File: src/rtl/core/btds_pkg.sv
package btds_pkg;

  // Configuration register indexes
  localparam logic [7:0] CFG_MODE       = 8'd0;
  localparam logic [7:0] CFG_SET_LENGTH = 8'd1;

  // Item kinds carried on tuser
  localparam logic ACT_LOAD    = 1'b0;
  localparam logic ACT_PROCESS = 1'b1;

  typedef enum logic [1:0] {
    MODE_TRANSLATE = 2'd0,
    MODE_DELETE    = 2'd1,
    MODE_SQUEEZE   = 2'd2
  } mode_e;

  typedef enum logic [1:0] {
    ST_IDLE,
    ST_SCAN,
    ST_EMIT
  } ctrl_state_e;

  typedef struct packed {
    logic load;    // write one set entry
    logic start;   // capture a stream byte and begin the scan
    logic latch;   // hold the scan result
    logic commit;  // decide, update squeeze memory, fill output register
  } dp_cmd_t;

  typedef struct packed {
    logic scan_done;
    logic out_free;
  } dp_sts_t;

  typedef struct packed {
    logic [7:0] from_char;
    logic [7:0] to_char;
  } set_entry_t;

endpackage

File: src/rtl/core/btds_ctrl.sv
module btds_ctrl (
  input  logic              clk_i,
  input  logic              rst_ni,
  input  logic              in_valid_i,
  input  logic              in_action_i,
  input  btds_pkg::dp_sts_t sts_i,
  output logic              in_ready_o,
  output btds_pkg::dp_cmd_t cmd_o
);
  import btds_pkg::*;

  ctrl_state_e state_q, state_d;

  always_ff @(posedge clk_i or negedge rst_ni) begin
    if (!rst_ni) begin
      state_q <= ST_IDLE;
    end else begin
      state_q <= state_d;
    end
  end

  always_comb begin
    state_d    = state_q;
    in_ready_o = 1'b0;
    cmd_o      = '0;
    unique case (state_q)
      ST_IDLE: begin
        in_ready_o = 1'b1;
        if (in_valid_i) begin
          if (in_action_i == ACT_PROCESS) begin
            cmd_o.start = 1'b1;
            state_d     = ST_SCAN;
          end else begin
            cmd_o.load = 1'b1;
          end
        end
      end
      ST_SCAN: begin
        if (sts_i.scan_done) begin
          cmd_o.latch = 1'b1;
          state_d     = ST_EMIT;
        end
      end
      ST_EMIT: begin
        // hold until the output register can take the result
        if (sts_i.out_free) begin
          cmd_o.commit = 1'b1;
          state_d      = ST_IDLE;
        end
      end
      default: begin
        state_d = ST_IDLE;
      end
    endcase
  end

endmodule

File: src/rtl/core/btds_dpath.sv
module btds_dpath #(
  parameter int SET_SIZE = 32
) (
  input  logic              clk_i,
  input  logic              rst_ni,
  input  btds_pkg::dp_cmd_t cmd_i,
  output btds_pkg::dp_sts_t sts_o,
  input  logic              cfg_valid_i,
  input  logic [7:0]        cfg_index_i,
  input  logic [7:0]        cfg_data_i,
  input  logic [4:0]        entry_index_i,
  input  logic [7:0]        from_char_i,
  input  logic [7:0]        to_char_i,
  input  logic [7:0]        data_byte_i,
  output logic              out_valid_o,
  input  logic              out_ready_i,
  output logic [7:0]        out_byte_o
);
  import btds_pkg::*;

  localparam int IDX_W = (SET_SIZE > 1) ? $clog2(SET_SIZE) : 1;
  localparam int CNT_W = $clog2(SET_SIZE + 1);

  set_entry_t set_mem [SET_SIZE];
  set_entry_t rdata_q;

  logic [1:0]       mode_q;
  logic [5:0]       set_length_q;
  logic [7:0]       byte_q;
  logic [CNT_W-1:0] n_q;
  logic [CNT_W-1:0] scan_idx_q;
  logic             rd_pend_q;
  logic             hit_q;
  logic [7:0]       repl_q;
  logic [7:0]       last_sq_q, last_sq_d;
  logic             held_q, held_d;
  logic             out_valid_q, out_valid_d;
  logic [7:0]       out_byte_q;

  logic             issue;
  logic             match;
  logic             keep;
  logic [7:0]       result;
  logic             wr_ok;

  assign wr_ok = cmd_i.load && (int'(entry_index_i) < SET_SIZE);
  assign issue = (scan_idx_q < n_q);
  assign match = rd_pend_q && (rdata_q.from_char == byte_q);

  assign sts_o.scan_done = match || (!rd_pend_q && !issue);
  assign sts_o.out_free  = !out_valid_q || out_ready_i;

  // Set store: one write port for loads, one registered read for the scan
  always_ff @(posedge clk_i) begin
    if (wr_ok) begin
      set_mem[IDX_W'(entry_index_i)] <= '{from_char: from_char_i, to_char: to_char_i};
    end
    rdata_q <= set_mem[scan_idx_q[IDX_W-1:0]];
  end

  always_ff @(posedge clk_i or negedge rst_ni) begin
    if (!rst_ni) begin
      mode_q       <= MODE_TRANSLATE;
      set_length_q <= '0;
    end else if (cfg_valid_i) begin
      unique case (cfg_index_i)
        CFG_MODE:       mode_q       <= cfg_data_i[1:0];
        CFG_SET_LENGTH: set_length_q <= cfg_data_i[5:0];
        default:        ;
      endcase
    end
  end

  // Scan pointer and compare pipeline
  always_ff @(posedge clk_i or negedge rst_ni) begin
    if (!rst_ni) begin
      scan_idx_q <= '0;
      rd_pend_q  <= 1'b0;
    end else if (cmd_i.start) begin
      scan_idx_q <= '0;
      rd_pend_q  <= 1'b0;
    end else begin
      rd_pend_q <= issue;
      if (issue) begin
        scan_idx_q <= CNT_W'(scan_idx_q + 1'b1);
      end
    end
  end

  always_ff @(posedge clk_i) begin
    if (cmd_i.start) begin
      byte_q <= data_byte_i;
      n_q    <= (int'(set_length_q) > SET_SIZE) ? CNT_W'(SET_SIZE) : CNT_W'(set_length_q);
    end
    if (cmd_i.latch) begin
      hit_q  <= match;
      repl_q <= rdata_q.to_char;
    end
    if (cmd_i.commit) begin
      out_byte_q <= result;
    end
  end

  always_comb begin
    keep      = 1'b1;
    result    = byte_q;
    last_sq_d = last_sq_q;
    held_d    = held_q;
    case (mode_q)
      MODE_TRANSLATE: begin
        if (hit_q) begin
          result = repl_q;
        end
      end
      MODE_DELETE: begin
        keep = !hit_q;
      end
      MODE_SQUEEZE: begin
        if (hit_q) begin
          keep      = !(held_q && (last_sq_q == byte_q));
          last_sq_d = byte_q;
          held_d    = 1'b1;
        end else begin
          last_sq_d = '0;
          held_d    = 1'b0;
        end
      end
      default: ;
    endcase
  end

  always_comb begin
    out_valid_d = out_valid_q && !out_ready_i;
    if (cmd_i.commit && keep) begin
      out_valid_d = 1'b1;
    end
  end

  always_ff @(posedge clk_i or negedge rst_ni) begin
    if (!rst_ni) begin
      last_sq_q   <= '0;
      held_q      <= 1'b0;
      out_valid_q <= 1'b0;
    end else begin
      out_valid_q <= out_valid_d;
      if (cmd_i.commit) begin
        last_sq_q <= last_sq_d;
        held_q    <= held_d;
      end
    end
  end

  assign out_valid_o = out_valid_q;
  assign out_byte_o  = out_byte_q;

endmodule

File: src/rtl/core/byte_translate_delete_squeeze.sv
// A load transaction is taken without a scan and the next item may follow at once.
// A process transaction scans up to n = min(set_length, SET_SIZE) set entries, then
// fills the output register, and the next item is taken only once that is done:
// the set store is read one entry per cycle through its single registered read
// port, a hit ends the scan early and a stalled output holds it.
// Reset clears controller, configuration, squeeze memory and output valid, not the set store.
module byte_translate_delete_squeeze #(
  parameter int SET_SIZE = 32
) (
  input  logic        clk_i,
  input  logic        rst_ni,
  input  logic        s_axis_tvalid,
  output logic        s_axis_tready,
  input  logic [31:0] s_axis_tdata,  // entry_index, from_char, to_char, data_byte, zero pad
  input  logic        s_axis_tuser,  // action
  output logic        m_axis_tvalid,
  input  logic        m_axis_tready,
  output logic [7:0]  m_axis_tdata,  // out_byte
  input  logic        cfg_valid_i,
  output logic        cfg_ready_o,
  input  logic [7:0]  cfg_index_i,
  input  logic [7:0]  cfg_data_i
);
  import btds_pkg::*;

  dp_cmd_t cmd;
  dp_sts_t sts;

  assign cfg_ready_o = 1'b1;

  btds_ctrl u_ctrl (
    .clk_i       (clk_i),
    .rst_ni      (rst_ni),
    .in_valid_i  (s_axis_tvalid),
    .in_action_i (s_axis_tuser),
    .sts_i       (sts),
    .in_ready_o  (s_axis_tready),
    .cmd_o       (cmd)
  );

  btds_dpath #(
    .SET_SIZE (SET_SIZE)
  ) u_dpath (
    .clk_i         (clk_i),
    .rst_ni        (rst_ni),
    .cmd_i         (cmd),
    .sts_o         (sts),
    .cfg_valid_i   (cfg_valid_i),
    .cfg_index_i   (cfg_index_i),
    .cfg_data_i    (cfg_data_i),
    .entry_index_i (s_axis_tdata[4:0]),
    .from_char_i   (s_axis_tdata[12:5]),
    .to_char_i     (s_axis_tdata[20:13]),
    .data_byte_i   (s_axis_tdata[28:21]),
    .out_valid_o   (m_axis_tvalid),
    .out_ready_i   (m_axis_tready),
    .out_byte_o    (m_axis_tdata)
  );

endmodule

File: config.mk
export PLATFORM = sky130hd
export DESIGN_NAME = byte_translate_delete_squeeze
export DESIGN_NICKNAME = d
export VERILOG_FILES = /design/src/rtl/core/btds_pkg.sv /design/src/rtl/core/btds_ctrl.sv /design/src/rtl/core/btds_dpath.sv /design/src/rtl/core/byte_translate_delete_squeeze.sv
export SDC_FILE = /design/constraint.sdc
export NUM_CORES = 1
export LEC_CHECK = 0
export BUFFER_PORTS_ARGS = -buffer_cell sky130_fd_sc_hd__buf_2
export CAP_MARGIN = 20
export CORE_MARGIN = 2
export CORE_UTILIZATION = 35
export CTS_CLUSTER_DIAMETER = 50
export DETAILED_ROUTE_END_ITERATION = 8
export PLACE_DENSITY = 0.54
export SKIP_LAST_GASP = 1
export SLEW_MARGIN = 30
export SYNTH_ARGS = -nofsm -noshare
export SYNTH_HDL_FRONTEND = slang
export SYNTH_SLANG_ARGS = --single-unit
File: constraint.sdc
create_clock -name clk_i -period 4.2 [get_ports clk_i]
set_input_delay 0.21 -clock clk_i [delete_from_list [all_inputs] [get_ports clk_i]]
set_output_delay 0.21 -clock clk_i [all_outputs]
set_load 0.01 [all_outputs]
==> impl_results.html, run 1 <==
<table>
<tr><th>Metric</th><th>Value</th></tr>
<tr><th colspan="2">Finish</th></tr>
<tr><td>Signed area change from the synthesized netlist to the final layout</td><td>17.7%</td></tr>
<tr><td>Number of nets in the layout</td><td>approximately 1,300</td></tr>
<tr><td>Count of placed standard cells in the final layout, fillers left out</td><td>around 2,200</td></tr>
<tr><td>Final std cell area, no fill</td><td>roughly 27,000 sq um</td></tr>
<tr><td>Share of layout cells above drive strength 1</td><td>between 20% and 30%</td></tr>
<tr><td>Core occupancy in the finished layout</td><td>approximately 41%</td></tr>
<tr><th colspan="2">Global route</th></tr>
<tr><td>Initial antenna violation count</td><td>4</td></tr>
<tr><td>Global-route wire length before repair</td><td>approximately 75,000 um</td></tr>
<tr><td>Remaining global-route overflow</td><td>0</td></tr>
<tr><td>Global-route total usage across every layer</td><td>~16%</td></tr>
<tr><td>Largest net degree at the start of global routing</td><td>between 50 and 60</td></tr>
<tr><td>Via count of the first global-routing pass</td><td>~11,000</td></tr>
<tr><th colspan="2">Route</th></tr>
<tr><td>Number of iterations in the first detailed-routing pass</td><td>5</td></tr>
<tr><td>Ratio of routed vias to standard cells</td><td>a little over 5</td></tr>
<tr><td>Drt drc</td><td>0</td></tr>
<tr><td>Violation count after the first detailed-route iteration</td><td>between 900 and 1,000</td></tr>
<tr><td>Routed length per placed instance</td><td>approximately 24 um</td></tr>
<tr><td>Antenna violation net count after detailed routing</td><td>0</td></tr>
<tr><td>Via count</td><td>roughly 11,000</td></tr>
<tr><td>Wire length reported by the detailed router</td><td>roughly 52,000 um</td></tr>
<tr><th colspan="2">Floorplan</th></tr>
<tr><td>Number of rows in the core area</td><td>between 90 and 100</td></tr>
<tr><td>Die Span X</td><td>258 um</td></tr>
<tr><td>Number of primary I/O pins</td><td>65</td></tr>
<tr><td>Die height</td><td>~260 um</td></tr>
<tr><td>Core region area</td><td>64,100 sq um</td></tr>
<tr><td>Area enclosed by the die boundary</td><td>around 66,000 sq um</td></tr>
<tr><td>Effective utilization at floorplan</td><td>a little over a third</td></tr>
<tr><th colspan="2">Yosys</th></tr>
<tr><td>Area fraction in and, or, nand and nor cells after synthesis</td><td>2.34%</td></tr>
<tr><td>Area of the mapped netlist</td><td>22,600 sq um</td></tr>
<tr><td>Count of warnings emitted by yosys</td><td>0</td></tr>
<tr><td>Synth top area share</td><td>approximately 72%</td></tr>
<tr><td>Compound-cell area share of the yosys netlist</td><td>under 10%</td></tr>
<tr><td>Syn_area_per_cell</td><td>approximately 20 sq um</td></tr>
<tr><td>Count of unique library cells instantiated by Yosys</td><td>46</td></tr>
<tr><td>Leading area contributor after synthesis</td><td>sky130_fd_sc_hd__edfxtp_1</td></tr>
<tr><td>Most instantiated cells after synthesis</td><td>sky130_fd_sc_hd__edfxtp_1, sky130_fd_sc_hd__mux4_2, sky130_fd_sc_hd__mux2i_1</td></tr>
<tr><td>Sequential element share of the synthesized area</td><td>76.7%</td></tr>
<tr><td>Fraction of registers with async set or reset after synthesis</td><td>about 4.6%</td></tr>
<tr><td>Synthesized net count</td><td>around 1,200</td></tr>
<tr><td>Share of cell area taken by muxes after synthesis</td><td>around an eighth</td></tr>
<tr><td>Count of flip-flops with a built-in enable after synthesis</td><td>~540</td></tr>
<tr><td>Flop and latch count out of synthesis</td><td>~600</td></tr>
<tr><td>Leading register cell type out of synthesis</td><td>sky130_fd_sc_hd__edfxtp_1</td></tr>
<tr><td>Top area cells in the synthesized netlist</td><td>sky130_fd_sc_hd__edfxtp_1, sky130_fd_sc_hd__mux4_2, sky130_fd_sc_hd__dfrtp_1</td></tr>
<tr><td>Cell with the most instances after synthesis</td><td>sky130_fd_sc_hd__edfxtp_1</td></tr>
<tr><td>Synth Area in XOR/XNOR</td><td>less than 1%</td></tr>
<tr><td>Largest family of logic cells by synthesized area</td><td>multiplexers</td></tr>
<tr><td>Adder-cell share of the synthesized area</td><td>0.499%</td></tr>
<tr><td>Number of instances in the synthesized netlist</td><td>approximately 1,100</td></tr>
<tr><th colspan="2">Critical path</th></tr>
<tr><td>R2r endpoint</td><td>u_dpath.rdata_q[1]</td></tr>
<tr><td>Slack of the worst reg-to-reg path</td><td>between 1000 and 1500 ps</td></tr>
<tr><td>Worst path buffer plus inverter count</td><td>1</td></tr>
<tr><td>Required time of the critical path</td><td>~4600 ps</td></tr>
<tr><td>Worst setup EP type</td><td>flop</td></tr>
<tr><td>Kind of critical path</td><td>reg -&gt; reg</td></tr>
<tr><td>Delay of the slowest critical-path stage</td><td>about 880 ps</td></tr>
<tr><td>Cell with the biggest individual delay on the critical path</td><td>sky130_fd_sc_hd__dfrtp_4</td></tr>
<tr><td>Worst setup path startpoint</td><td>u_dpath.scan_idx_q[1]</td></tr>
<tr><td>Startpoint type of the worst setup path</td><td>flop</td></tr>
<tr><td>Worst path arrival time</td><td>between 3000 and 4000 ps</td></tr>
<tr><td>End point of the critical path</td><td>u_dpath.rdata_q[1]</td></tr>
<tr><td>Worst r2r src</td><td>u_dpath.scan_idx_q[1]</td></tr>
<tr><td>Largest delay contributor family on the critical path</td><td>compound AO/OA/AOI/OAI gates</td></tr>
<tr><td>Cell count of the worst reg-to-reg path</td><td>5</td></tr>
<tr><td>Levels on crit path</td><td>5</td></tr>
<tr><td>Crit path cell chain</td><td>buf_12, mux4_2, a22o_1, a211oi_1, a21oi_1</td></tr>
<tr><td>Peak fanout along the critical path</td><td>54</td></tr>
<tr><th colspan="2">Run status</th></tr>
<tr><td>Result of the run</td><td>completed</td></tr>
<tr><th colspan="2">Clocking</th></tr>
<tr><td>CTS clk-pin slew, worst paths</td><td>60 ps</td></tr>
<tr><td>Cells resized by post-CTS repair</td><td>0</td></tr>
<tr><td>Library cell used as clock root buffer</td><td>sky130_fd_sc_hd__clkbuf_16</td></tr>
<tr><td>Buffer depth of the longest clock path</td><td>3</td></tr>
<tr><td>Clock latency reported for the late side of the worst-skew pair</td><td>600 ps</td></tr>
<tr><td>CTS Buf Count</td><td>just over 70</td></tr>
<tr><td>Post-cts hold buffer count</td><td>20</td></tr>
<tr><td>Buffer count from post-CTS setup fixing</td><td>0</td></tr>
<tr><td>H-tree depth</td><td>3</td></tr>
<tr><td>Total clock sinks</td><td>586</td></tr>
<tr><td>TritonCTS clock tree</td><td>done</td></tr>
<tr><th colspan="2">Placed design</th></tr>
<tr><td>Number of buffers inserted by port buffering</td><td>between 50 and 60</td></tr>
<tr><td>Instance area after placement</td><td>roughly 24,000 sq um</td></tr>
<tr><td>Final Wtd Congestion</td><td>roughly 0.75</td></tr>
<tr><td>Count of placed standard cells including taps</td><td>around 2,000</td></tr>
<tr><td>Placed wire-length estimate</td><td>just under 30,000 um</td></tr>
<tr><td>Worst Setup Slack post-DPL</td><td>around 1300 ps</td></tr>
<tr><th colspan="2">Timing</th></tr>
<tr><td>Endpoints failing setup</td><td>0</td></tr>
<tr><td>Max-slew headroom</td><td>approximately a third</td></tr>
<tr><td>Worst Tran Pin Value</td><td>slightly below 1000 ps</td></tr>
<tr><td>Minimum setup slack in the final design</td><td>~1300 ps</td></tr>
<tr><td>Fin crit period</td><td>around 2900 ps</td></tr>
<tr><td>Setup skew after layout</td><td>around 18 ps</td></tr>
<tr><td>Achievable frequency</td><td>roughly 0.35 GHz</td></tr>
<tr><td>Share of the clock period used by the worst path</td><td>between 60 and 70%</td></tr>
<tr><td>Unrepaired setup endpoints after global routing</td><td>no</td></tr>
<tr><td>Max Transition Viols Final</td><td>0</td></tr>
<tr><td>Post-Route Setup TNS</td><td>0 ps</td></tr>
<tr><td>Final hold violations</td><td>0</td></tr>
<tr><th colspan="2">Worst hold path</th></tr>
<tr><td>Path type of the worst min-delay path</td><td>in -&gt; reg</td></tr>
<tr><td>Start point of the worst hold path</td><td>cfg_index_i[0]</td></tr>
<tr><th colspan="2">Power</th></tr>
<tr><td>Power density normalized to cell area</td><td>~620 nW/um^2</td></tr>
<tr><td>Worst ir drop on vdd</td><td>between 300 and 400 uV</td></tr>
<tr><td>P_leak</td><td>between 8 and 9 nW</td></tr>
<tr><th colspan="2">Flow run</th></tr>
<tr><td>Max capacitance violation total</td><td>0</td></tr>
</table>
## kinds of logic after synthesis
kind of cell / Yosys count
XOR/XNOR: 19
adder cells (fa/ha/maj): 9
AO/OA/AOI/OAI: 137
other: 1
AND/OR/NAND/NOR: 112
buffers and inverters: 70
flip-flops: 586
multiplexers: 177
## final cells by class
type                       count  area (sq um)
antenna                        2          5.00
clock buffer                  85          1920
clock inverter                41           463
fill                        5582         37600
inverter                      12          45.0
multi-input combinational    455          4830
sequential                   586         17300
tap                          855          1070
timing repair buffer         126           901
## state kept, by name, indices dropped and copies added (netlist names)
register / flops
u_ctrl.state_q: 2
u_dpath.byte_q: 8
u_dpath.held_q: 1
u_dpath.hit_q: 1
u_dpath.last_sq_q: 8
u_dpath.mode_q: 2
u_dpath.n_q: 6
u_dpath.out_byte_o: 8
u_dpath.out_valid_o: 1
u_dpath.rd_pend_q: 1
u_dpath.rdata_q: 16
u_dpath.repl_q: 8
u_dpath.scan_idx_q: 6
u_dpath.set_length_q: 6
u_dpath.set_mem: 512
## worst register-to-register path: cells and delay by family (launching register included)
kind                   cells  cell delay [ps]
AOI/OAI and AO/OA          3              960
buffers and inverters      1              510
DFF                        1              880
muxes                      1              370
## layer usage
layer  track usage [%]  vias to the layer above  wire, um
met3              3.77                       76      2720
met1              21.6                     5706     23300
met5                 0                        -        28
li1                  -                     4852         -
met2              24.3                      266     24200
met4              5.22                        4      1390
## stage by stage
| stage | power, mW | hold slack, ps |
|---|---|---|
| 2_1_floorplan | 9.36 | -85.6 |
| 5_1_grt | 17.0 | 173 |
| 6_report | 16.4 | 157 |
| 4_1_cts | 16.6 | 114 |
| 3_3_place_gp | 10.4 | 271 |
| 3_5_place_dp | 10.4 | 273 |
## power by group
group          leakage, nW  switching [mW]  total (mW)  internal (mW)
Clock                 1.15            2.39        6.17           3.78
Sequential            5.37           0.304        6.89           6.58
Combinational         2.25            1.82        3.33           1.52
## cells in the final DEF, fill, tap and decap left out, types with 5 or more instances in the layout
master / n
sky130_fd_sc_hd__mux4_2: 96
sky130_fd_sc_hd__a211oi_2: 10
sky130_fd_sc_hd__clkbuf_16: 74
sky130_fd_sc_hd__mux2_2: 15
sky130_fd_sc_hd__o21ai_0: 13
sky130_fd_sc_hd__clkinv_2: 7
sky130_fd_sc_hd__inv_1: 12
sky130_fd_sc_hd__clkbuf_1: 8
sky130_fd_sc_hd__nor2_1: 44
sky130_fd_sc_hd__nand2_1: 26
sky130_fd_sc_hd__buf_2: 58
sky130_fd_sc_hd__dlygate4sd3_1: 20
sky130_fd_sc_hd__o221ai_1: 16
sky130_fd_sc_hd__a22o_1: 15
sky130_fd_sc_hd__clkinvlp_4: 6
sky130_fd_sc_hd__mux2i_1: 65
sky130_fd_sc_hd__ha_1: 9
sky130_fd_sc_hd__clkinv_1: 9
sky130_fd_sc_hd__o22ai_1: 17
sky130_fd_sc_hd__a21oi_1: 21
sky130_fd_sc_hd__dfrtp_1: 25
sky130_fd_sc_hd__dfxtp_1: 16
sky130_fd_sc_hd__nand3_1: 5
sky130_fd_sc_hd__a22oi_1: 18
sky130_fd_sc_hd__nand3b_1: 5
sky130_fd_sc_hd__edfxtp_1: 543
sky130_fd_sc_hd__bufinv_16: 8
sky130_fd_sc_hd__inv_6: 5
sky130_fd_sc_hd__nor2b_1: 8
sky130_fd_sc_hd__buf_4: 44
sky130_fd_sc_hd__xor2_1: 16
sky130_fd_sc_hd__a211oi_1: 21
## worst min path at each step
stage                              endpoint  slack [ps]  depth (start not counted)
floorplan                 u_ctrl.state_q[0]         -90                          0
global placement       u_dpath.last_sq_q[3]         270                          1
detailed placement     u_dpath.last_sq_q[3]         270                          1
CTS                  u_dpath.set_mem[22][3]         110                          3
global route         u_dpath.set_mem[22][3]         170                          3
finish              u_dpath.set_length_q[1]         160                          4
No activity file was read; power rests on OpenSTA's default activity.
==> run 2: changes to the inputs <==
Clock period 4.2 ns to 2.8 ns, I/O delays scaled along.
==> impl_results.html, run 2 (synthesis gave the netlist of run 1 again) <==
<table>
<tr><th>Metric</th><th>Value</th></tr>
<tr><th colspan="2">Route</th></tr>
<tr><td>Violation count after the first detailed-route iteration</td><td>984 (-0.20%)</td></tr>
<tr><td>Ratio of routed vias to standard cells</td><td>4.99 (-0.97%)</td></tr>
<tr><td>Via count</td><td>10,900 (-0.10%)</td></tr>
<tr><td>Amount of wire on met3 after detailed routing</td><td>2430 um (-11%)</td></tr>
<tr><td>M1 WL</td><td>22,900 um (-1.7%)</td></tr>
<tr><td>Drt drc</td><td>0 (unchanged)</td></tr>
<tr><td>Number of iterations in the first detailed-routing pass</td><td>5 (unchanged)</td></tr>
<tr><td>Antenna violation net count after detailed routing</td><td>0 (unchanged)</td></tr>
<tr><td>Routed length per placed instance</td><td>23.6 um (-1.1%)</td></tr>
<tr><td>Wire length reported by the detailed router</td><td>51,500 um (-0.25%)</td></tr>
<tr><td>Highest layer used for signal routing</td><td>met5</td></tr>
<tr><td>Routed length on met2</td><td>25,100 um (+3.8%)</td></tr>
<tr><th colspan="2">Clocking</th></tr>
<tr><td>Total clock sinks</td><td>586 (unchanged)</td></tr>
<tr><td>Library cell used as clock root buffer</td><td>sky130_fd_sc_hd__clkbuf_16</td></tr>
<tr><td>CTS clk-pin slew, worst paths</td><td>50 ps (about the same)</td></tr>
<tr><td>Cells resized by post-CTS repair</td><td>0 (unchanged)</td></tr>
<tr><td>Buffer count from post-CTS setup fixing</td><td>0 (unchanged)</td></tr>
<tr><td>Post-cts hold buffer count</td><td>20 (unchanged)</td></tr>
<tr><td>H-tree depth</td><td>3 (unchanged)</td></tr>
<tr><td>TritonCTS clock tree</td><td>done</td></tr>
<tr><td>Clock latency reported for the late side of the worst-skew pair</td><td>600 ps (about the same)</td></tr>
<tr><td>Buffer depth of the longest clock path</td><td>3 (unchanged)</td></tr>
<tr><td>CTS Buf Count</td><td>70 (-1.4%)</td></tr>
<tr><th colspan="2">Finish</th></tr>
<tr><td>Registers with the highest flip-flop counts</td><td>u_dpath.set_mem x512, u_dpath.rdata_q x16</td></tr>
<tr><td>FILL cells</td><td>5,645 (+1.1%)</td></tr>
<tr><td>Most common cell after layout, fill and taps aside</td><td>sky130_fd_sc_hd__edfxtp_1</td></tr>
<tr><td>Max FFs per register</td><td>512 (unchanged)</td></tr>
<tr><td>Core occupancy in the finished layout</td><td>41.5% (+0.086 points)</td></tr>
<tr><td>Most frequent cells in the layout</td><td>sky130_fd_sc_hd__edfxtp_1, sky130_fd_sc_hd__mux4_2, sky130_fd_sc_hd__clkbuf_16</td></tr>
<tr><td>Signed area change from the synthesized netlist to the final layout</td><td>17.9%</td></tr>
<tr><td>Number of nets in the layout</td><td>1,334 (+1.4%)</td></tr>
<tr><td>Share of layout cells above drive strength 1</td><td>27.0% (+0.51 points)</td></tr>
<tr><td>Most flop-heavy register</td><td>u_dpath.set_mem</td></tr>
<tr><th colspan="2">Timing</th></tr>
<tr><td>Unrepaired setup endpoints after global routing</td><td>no</td></tr>
<tr><td>Max Transition Viols Final</td><td>0 (unchanged)</td></tr>
<tr><td>Max-slew headroom</td><td>50.3% (+16 points)</td></tr>
<tr><td>Worst Tran Pin Value</td><td>743 ps (-239 ps)</td></tr>
<tr><td>Final hold violations</td><td>0 (unchanged)</td></tr>
<tr><td>Setup skew after layout</td><td>18.7 ps (+0.749 ps)</td></tr>
<tr><td>Post-Route Setup TNS</td><td>0 ps (unchanged)</td></tr>
<tr><td>Achievable frequency</td><td>0.419 GHz (+20%)</td></tr>
<tr><td>Share of the clock period used by the worst path</td><td>85.3% (+17 points)</td></tr>
<tr><td>Fin crit period</td><td>2390 ps (-473 ps)</td></tr>
<tr><td>Endpoints failing setup</td><td>0 (unchanged)</td></tr>
<tr><th colspan="2">Run status</th></tr>
<tr><td>Result of the run</td><td>completed</td></tr>
<tr><th colspan="2">Floorplan</th></tr>
<tr><td>Area enclosed by the die boundary</td><td>66,500 sq um (unchanged)</td></tr>
<tr><td>Effective utilization at floorplan</td><td>35.2% (unchanged)</td></tr>
<tr><td>Core region area</td><td>64,100 sq um (unchanged)</td></tr>
<tr><td>Die Span X</td><td>258 um (unchanged)</td></tr>
<tr><td>Number of primary I/O pins</td><td>65 (unchanged)</td></tr>
<tr><td>Die height</td><td>258 um (unchanged)</td></tr>
<tr><td>Number of rows in the core area</td><td>93 (unchanged)</td></tr>
<tr><th colspan="2">Critical path</th></tr>
<tr><td>Cell count of the worst reg-to-reg path</td><td>5 (unchanged)</td></tr>
<tr><td>Kind of critical path</td><td>reg -&gt; reg</td></tr>
<tr><td>Startpoint type of the worst setup path</td><td>flop</td></tr>
<tr><td>Required time of the critical path</td><td>3010 ps (-1620 ps)</td></tr>
<tr><td>Worst setup EP type</td><td>flop</td></tr>
<tr><td>Worst r2r src</td><td>u_dpath.scan_idx_q[5]</td></tr>
<tr><td>Slack of the worst reg-to-reg path</td><td>410 ps (-930 ps)</td></tr>
<tr><td>R2r endpoint</td><td>u_dpath.repl_q[4]</td></tr>
<tr><td>Peak fanout along the critical path</td><td>9 (-83%)</td></tr>
<tr><td>Worst path arrival time</td><td>2600 ps (-690 ps)</td></tr>
<tr><th colspan="2">Power</th></tr>
<tr><td>Sequential fraction of design power</td><td>41.7% (-0.3 points)</td></tr>
<tr><td>Power density normalized to cell area</td><td>910 nW/um^2 (+47%)</td></tr>
<tr><td>Combinational Power Share</td><td>22.2% (+1.9 points)</td></tr>
<tr><td>Worst ir drop on vdd</td><td>543 uV (+75%)</td></tr>
<tr><td>Cell internal power dissipation</td><td>17.5 mW (+47%)</td></tr>
<tr><td>Sw Pwr</td><td>6.67 mW (+48%)</td></tr>
<tr><td>Sw Share</td><td>27.6% (+0.069 points)</td></tr>
<tr><td>Share of total power in the clock network</td><td>36.2% (-1.4 points)</td></tr>
<tr><td>P_leak</td><td>8.84 nW (+0.67%)</td></tr>
<tr><th colspan="2">Worst hold path</th></tr>
<tr><td>Path type of the worst min-delay path</td><td>in -&gt; reg</td></tr>
<tr><td>Worst hold path endpoint</td><td>u_dpath.set_length_q[5]</td></tr>
<tr><td>Start point of the worst hold path</td><td>cfg_index_i[0]</td></tr>
<tr><td>Cells on Worst Hold Path</td><td>4 (unchanged)</td></tr>
<tr><th colspan="2">Global route</th></tr>
<tr><td>Global-route wire length before repair</td><td>76,400 um (+1.7%)</td></tr>
<tr><td>Via count of the first global-routing pass</td><td>11,500 (+3.4%)</td></tr>
<tr><td>Remaining global-route overflow</td><td>0 (unchanged)</td></tr>
<tr><td>Initial antenna violation count</td><td>3 (-1)</td></tr>
<tr><td>Global-route total usage across every layer</td><td>15.8% (+0.25 points)</td></tr>
<tr><td>Largest net degree at the start of global routing</td><td>74 (+35%)</td></tr>
<tr><th colspan="2">Placed design</th></tr>
<tr><td>Number of buffers inserted by port buffering</td><td>58 (unchanged)</td></tr>
<tr><td>Final Wtd Congestion</td><td>0.770 (+3.2%)</td></tr>
<tr><td>Placed wire-length estimate</td><td>29,900 um (+3.5%)</td></tr>
<tr><th colspan="2">Flow run</th></tr>
<tr><td>Max capacitance violation total</td><td>0 (unchanged)</td></tr>
</table>
run 2: cell types whose count changed in the layout (fill, tap and decap cells not counted), sizes merged:
cell      change
buf          +20
diode         -1
clkbuf        +3
clkinvlp      -4
bufinv        -3
clkinv        +4
run 2: cell type report:
class	instances	area, sq um	area share [%]
sequential	586	17300	65.1
multi-input combinational	455	4830	18.2
clock buffer	88	1880	7.08
timing repair buffer	146	1110	4.19
tap	855	1070	4.02
clock inverter	38	349	1.31
inverter	12	45.0	0.169
antenna	1	2.50	0.00941
run 2: worst max-delay path, cell delays in order, from the launching register on:
cell,delay [ps]
sky130_fd_sc_hd__dfrtp_1,390
sky130_fd_sc_hd__ha_1,320
sky130_fd_sc_hd__nand4_1,170
sky130_fd_sc_hd__o21ai_2,310
sky130_fd_sc_hd__a21boi_0,200
sky130_fd_sc_hd__nor2_1,620
run 2: layer usage:
layer / vias up / track usage, %
li1: 4883 / -
met5: - / 0
met4: 4 / 4.50
met2: 249 / 25.9
met3: 74 / 3.26
met1: 5683 / 21.5
run 2: metrics by stage:
step                      worst slack [ps]  total power, mW  hold WS, ps  instances  instance area, sq um
after floorplan                        554             14.0         -156       1111                 22600
after global placement                 408             15.7          208       2034                 24200
after detailed placement               360             15.7          207       2034                 24200
after CTS                              352             24.5         49.9       2180                 26600
after global routing                   139             25.2         91.3       2181                 26600
final                                  413             24.2         78.7       2181                 26600
run 2: power groups by stage:
stage               combinational (mW)  sequential [mW]  clock [mW]
floorplan                         3.91             10.1           0
global placement                  5.41             10.3           0
detailed placement                5.44             10.3           0
CTS                               5.48             10.1        8.94
global route                      5.80             10.1        9.28
finish                            5.37             10.1        8.75
run 2: worst max path at each step:
stage / start / endpoint / slack [ps] / cells past startpoint
detailed placement: u_dpath.scan_idx_q[5] / u_dpath.repl_q[2] / 360 / 5
CTS: u_dpath.scan_idx_q[5] / u_dpath.repl_q[4] / 350 / 5
global placement: u_dpath.scan_idx_q[1] / u_dpath.repl_q[3] / 410 / 5
finish: u_dpath.scan_idx_q[5] / u_dpath.repl_q[4] / 410 / 5
global route: u_dpath.scan_idx_q[5] / u_dpath.repl_q[4] / 140 / 5
floorplan: u_ctrl.state_q[1] / u_dpath.set_mem[12][0] / 550 / 6
==> run 3: changes to the inputs <==
Clock period 2.8 ns to 2.25 ns, I/O delays scaled along.
==> impl_results.html, run 3 (synthesis gave the netlist of run 1 again) <==
<table>
<tr><th>Metric</th><th>Value</th></tr>
<tr><th colspan="2">Clocking</th></tr>
<tr><td>Buffer depth of the longest clock path</td><td>3 (unchanged)</td></tr>
<tr><td>Total clock sinks</td><td>586 (unchanged)</td></tr>
<tr><td>Clock latency reported for the late side of the worst-skew pair</td><td>630 ps (+30 ps)</td></tr>
<tr><td>TritonCTS clock tree</td><td>done</td></tr>
<tr><td>CTS clk-pin slew, worst paths</td><td>60 ps (about the same)</td></tr>
<tr><td>H-tree depth</td><td>2 (-1)</td></tr>
<tr><td>Library cell used as clock root buffer</td><td>sky130_fd_sc_hd__clkbuf_16</td></tr>
<tr><td>CTS Buf Count</td><td>60 (-14%)</td></tr>
<tr><th colspan="2">Route</th></tr>
<tr><td>Antenna violation net count after detailed routing</td><td>0 (unchanged)</td></tr>
<tr><td>Ratio of routed vias to standard cells</td><td>5.04 (+0.96%)</td></tr>
<tr><td>Drt drc</td><td>0 (unchanged)</td></tr>
<tr><td>Violation count after the first detailed-route iteration</td><td>852 (-13%)</td></tr>
<tr><td>Via count</td><td>11,100 (+2.0%)</td></tr>
<tr><td>Number of iterations in the first detailed-routing pass</td><td>5 (unchanged)</td></tr>
<tr><td>Routed length per placed instance</td><td>23.5 um (-0.57%)</td></tr>
<tr><td>Wire length reported by the detailed router</td><td>51,700 um (+0.43%)</td></tr>
<tr><th colspan="2">Critical path</th></tr>
<tr><td>Worst setup EP type</td><td>flop</td></tr>
<tr><td>Peak fanout along the critical path</td><td>11 (+2)</td></tr>
<tr><td>Required time of the critical path</td><td>2750 ps (-260 ps)</td></tr>
<tr><td>Worst r2r src</td><td>u_dpath.scan_idx_q[0]</td></tr>
<tr><td>Worst path arrival time</td><td>2670 ps (+70 ps)</td></tr>
<tr><td>Worst setup path startpoint</td><td>u_dpath.scan_idx_q[0]</td></tr>
<tr><td>Kind of critical path</td><td>reg -&gt; reg</td></tr>
<tr><td>Cell count of the worst reg-to-reg path</td><td>7 (+2)</td></tr>
<tr><td>Startpoint type of the worst setup path</td><td>flop</td></tr>
<tr><th colspan="2">Timing</th></tr>
<tr><td>Endpoints failing setup</td><td>0 (unchanged)</td></tr>
<tr><td>Unrepaired setup endpoints after global routing</td><td>no</td></tr>
<tr><td>Post-Route Setup TNS</td><td>0 ps (unchanged)</td></tr>
<tr><td>Achievable frequency</td><td>0.461 GHz (+10%)</td></tr>
<tr><td>Setup skew after layout</td><td>31.1 ps (+12.4 ps)</td></tr>
<tr><td>Share of the clock period used by the worst path</td><td>96.4% (+11 points)</td></tr>
<tr><td>Max Transition Viols Final</td><td>0 (unchanged)</td></tr>
<tr><td>Max-slew headroom</td><td>49.6% (-0.65 points)</td></tr>
<tr><td>Final hold violations</td><td>0 (unchanged)</td></tr>
<tr><td>Worst Tran Pin Value</td><td>756 ps (+12.5 ps)</td></tr>
<tr><td>Fin crit period</td><td>2170 ps (-218 ps)</td></tr>
<tr><th colspan="2">Power</th></tr>
<tr><td>Sw Pwr</td><td>8.12 mW (+22%)</td></tr>
<tr><td>Power density normalized to cell area</td><td>1110 nW/um^2 (+22%)</td></tr>
<tr><td>Sequential fraction of design power</td><td>42.0% (+0.3 points)</td></tr>
<tr><td>Cell internal power dissipation</td><td>21.8 mW (+24%)</td></tr>
<tr><td>Overall power after layout</td><td>29.9 mW (+23%)</td></tr>
<tr><td>Worst ir drop on vdd</td><td>685 uV (+26%)</td></tr>
<tr><td>Combinational Power Share</td><td>24.2% (+2.0 points)</td></tr>
<tr><td>Sw Share</td><td>27.2% (-0.38 points)</td></tr>
<tr><td>P_leak</td><td>8.99 nW (+1.7%)</td></tr>
<tr><td>Share of total power in the clock network</td><td>33.9% (-2.3 points)</td></tr>
<tr><th colspan="2">Finish</th></tr>
<tr><td>Share of layout cells above drive strength 1</td><td>28.5% (+1.5 points)</td></tr>
<tr><td>Most common cell after layout, fill and taps aside</td><td>sky130_fd_sc_hd__edfxtp_1</td></tr>
<tr><td>Most flop-heavy register</td><td>u_dpath.set_mem</td></tr>
<tr><td>Signed area change from the synthesized netlist to the final layout</td><td>19.5%</td></tr>
<tr><td>Count of placed standard cells in the final layout, fillers left out</td><td>2,203 (+1.0%)</td></tr>
<tr><td>Core occupancy in the finished layout</td><td>42.0% (+0.54 points)</td></tr>
<tr><td>Max FFs per register</td><td>512 (unchanged)</td></tr>
<tr><td>Registers with the highest flip-flop counts</td><td>u_dpath.set_mem x512, u_dpath.rdata_q x16</td></tr>
<tr><td>Number of nets in the layout</td><td>1,359 (+1.9%)</td></tr>
<tr><td>Most frequent cells in the layout</td><td>sky130_fd_sc_hd__edfxtp_1, sky130_fd_sc_hd__mux4_2, sky130_fd_sc_hd__buf_4</td></tr>
<tr><th colspan="2">Placed design</th></tr>
<tr><td>Count of placed standard cells including taps</td><td>2,062 (+1.4%)</td></tr>
<tr><td>Final Wtd Congestion</td><td>0.748 (-2.9%)</td></tr>
<tr><td>Placed wire-length estimate</td><td>30,600 um (+2.4%)</td></tr>
<tr><td>Number of buffers inserted by port buffering</td><td>58 (unchanged)</td></tr>
<tr><th colspan="2">Floorplan</th></tr>
<tr><td>Number of primary I/O pins</td><td>65 (unchanged)</td></tr>
<tr><td>Effective utilization at floorplan</td><td>35.2% (unchanged)</td></tr>
<tr><td>Number of rows in the core area</td><td>93 (unchanged)</td></tr>
<tr><td>Core region area</td><td>64,100 sq um (unchanged)</td></tr>
<tr><td>Die height</td><td>258 um (unchanged)</td></tr>
<tr><td>Area enclosed by the die boundary</td><td>66,500 sq um (unchanged)</td></tr>
<tr><td>Die Span X</td><td>258 um (unchanged)</td></tr>
<tr><th colspan="2">Global route</th></tr>
<tr><td>Initial antenna violation count</td><td>3 (unchanged)</td></tr>
<tr><td>Global-route wire length before repair</td><td>76,100 um (-0.35%)</td></tr>
<tr><td>Remaining global-route overflow</td><td>0 (unchanged)</td></tr>
<tr><td>Largest net degree at the start of global routing</td><td>52 (-30%)</td></tr>
<tr><td>Global-route total usage across every layer</td><td>15.6% (-0.25 points)</td></tr>
<tr><td>Via count of the first global-routing pass</td><td>11,300 (-1.7%)</td></tr>
<tr><th colspan="2">Flow run</th></tr>
<tr><td>Max capacitance violation total</td><td>0 (unchanged)</td></tr>
<tr><th colspan="2">Run status</th></tr>
<tr><td>Result of the run</td><td>completed</td></tr>
<tr><th colspan="2">Worst hold path</th></tr>
<tr><td>Path type of the worst min-delay path</td><td>in -&gt; async</td></tr>
</table>
run 3: cell types whose count changed in the layout (fill, tap and decap cells not counted), moves of 3 or more:
cell and change:
sky130_fd_sc_hd__inv_6 -5, sky130_fd_sc_hd__buf_12 +21, sky130_fd_sc_hd__bufinv_16 +3, sky130_fd_sc_hd__clkbuf_8 +4, sky130_fd_sc_hd__clkbuf_16 -11, sky130_fd_sc_hd__buf_4 +12
run 3: worst paths after layout:
path | slack, ps | endpoint
min | 40 | u_dpath.last_sq_q[7]
min in group clk_i | 40 | u_dpath.set_length_q[3]
max | 80 | u_dpath.rdata_q[0]
min reg2reg | 410 | u_dpath.repl_q[5]
max reg2reg | 80 | u_dpath.rdata_q[0]
max in group asynchronous | 1710 | u_dpath.scan_idx_q[1]
run 3: through the flow:
step                      hold WS [ps]  area, sq um  setup WS, ps
final                             35.5        26900          81.3
after floorplan                   -183        22600          4.32
after CTS                        0.380        26900          16.4
after global placement             174        24600          14.8
after detailed placement           173        24600          36.9
after global routing              27.5        26900          12.1
run 3: worst max-delay path, stage by stage, from the launching register on:
cell and delay (ps):
sky130_fd_sc_hd__dfrtp_4 420, sky130_fd_sc_hd__buf_12 170, sky130_fd_sc_hd__buf_12 170, sky130_fd_sc_hd__mux4_2 500
sky130_fd_sc_hd__a22o_1 300, sky130_fd_sc_hd__a211oi_1 240, sky130_fd_sc_hd__buf_4 180, sky130_fd_sc_hd__a21oi_1 40
run 3: power by group through the flow:
| stage | Clock, mW | Combinational [mW] | Sequential, mW |
|---|---|---|---|
| 2_1_floorplan | 0 | 4.86 | 12.6 |
| 3_3_place_gp | 0 | 7.05 | 12.8 |
| 3_5_place_dp | 0 | 7.08 | 12.8 |
| 4_1_cts | 10.4 | 7.12 | 12.6 |
| 5_1_grt | 10.8 | 7.78 | 12.5 |
| 6_report | 10.1 | 7.22 | 12.5 |
run 3: area by class of cell:
class                           count  area, sq um
Tap cell                          855         1070
Sequential cell                   586        17300
Fill cell                        5517        37200
Inverter                           12         45.0
Clock buffer                       79         1630
Clock inverter                     34          392
Timing Repair Buffer              181         1660
Multi-Input combinational cell    455         4840
Antenna cell                        1         2.50
run 3: metal layers:
layer | vias to the layer above | part of all wire (%) | GRT usage [%] | wire (um)
met1 | 5818 | 44 | 21.6 | 22800
li1 | 4933 | - | - | -
met2 | 279 | 49 | 25.6 | 25200
met3 | 74 | 5.2 | 2.76 | 2680
met4 | 4 | 2.0 | 4.01 | 1020
met5 | - | 0.052 | 0 | 27
run 3: repair_timing:
item | CTS | global route
hold endpoints to repair | 45 | 0
buffers inserted | 0 | 5
hold buffers | 21 | 0
resized for setup | 0 | 2
setup endpoints to repair | 0 | 17
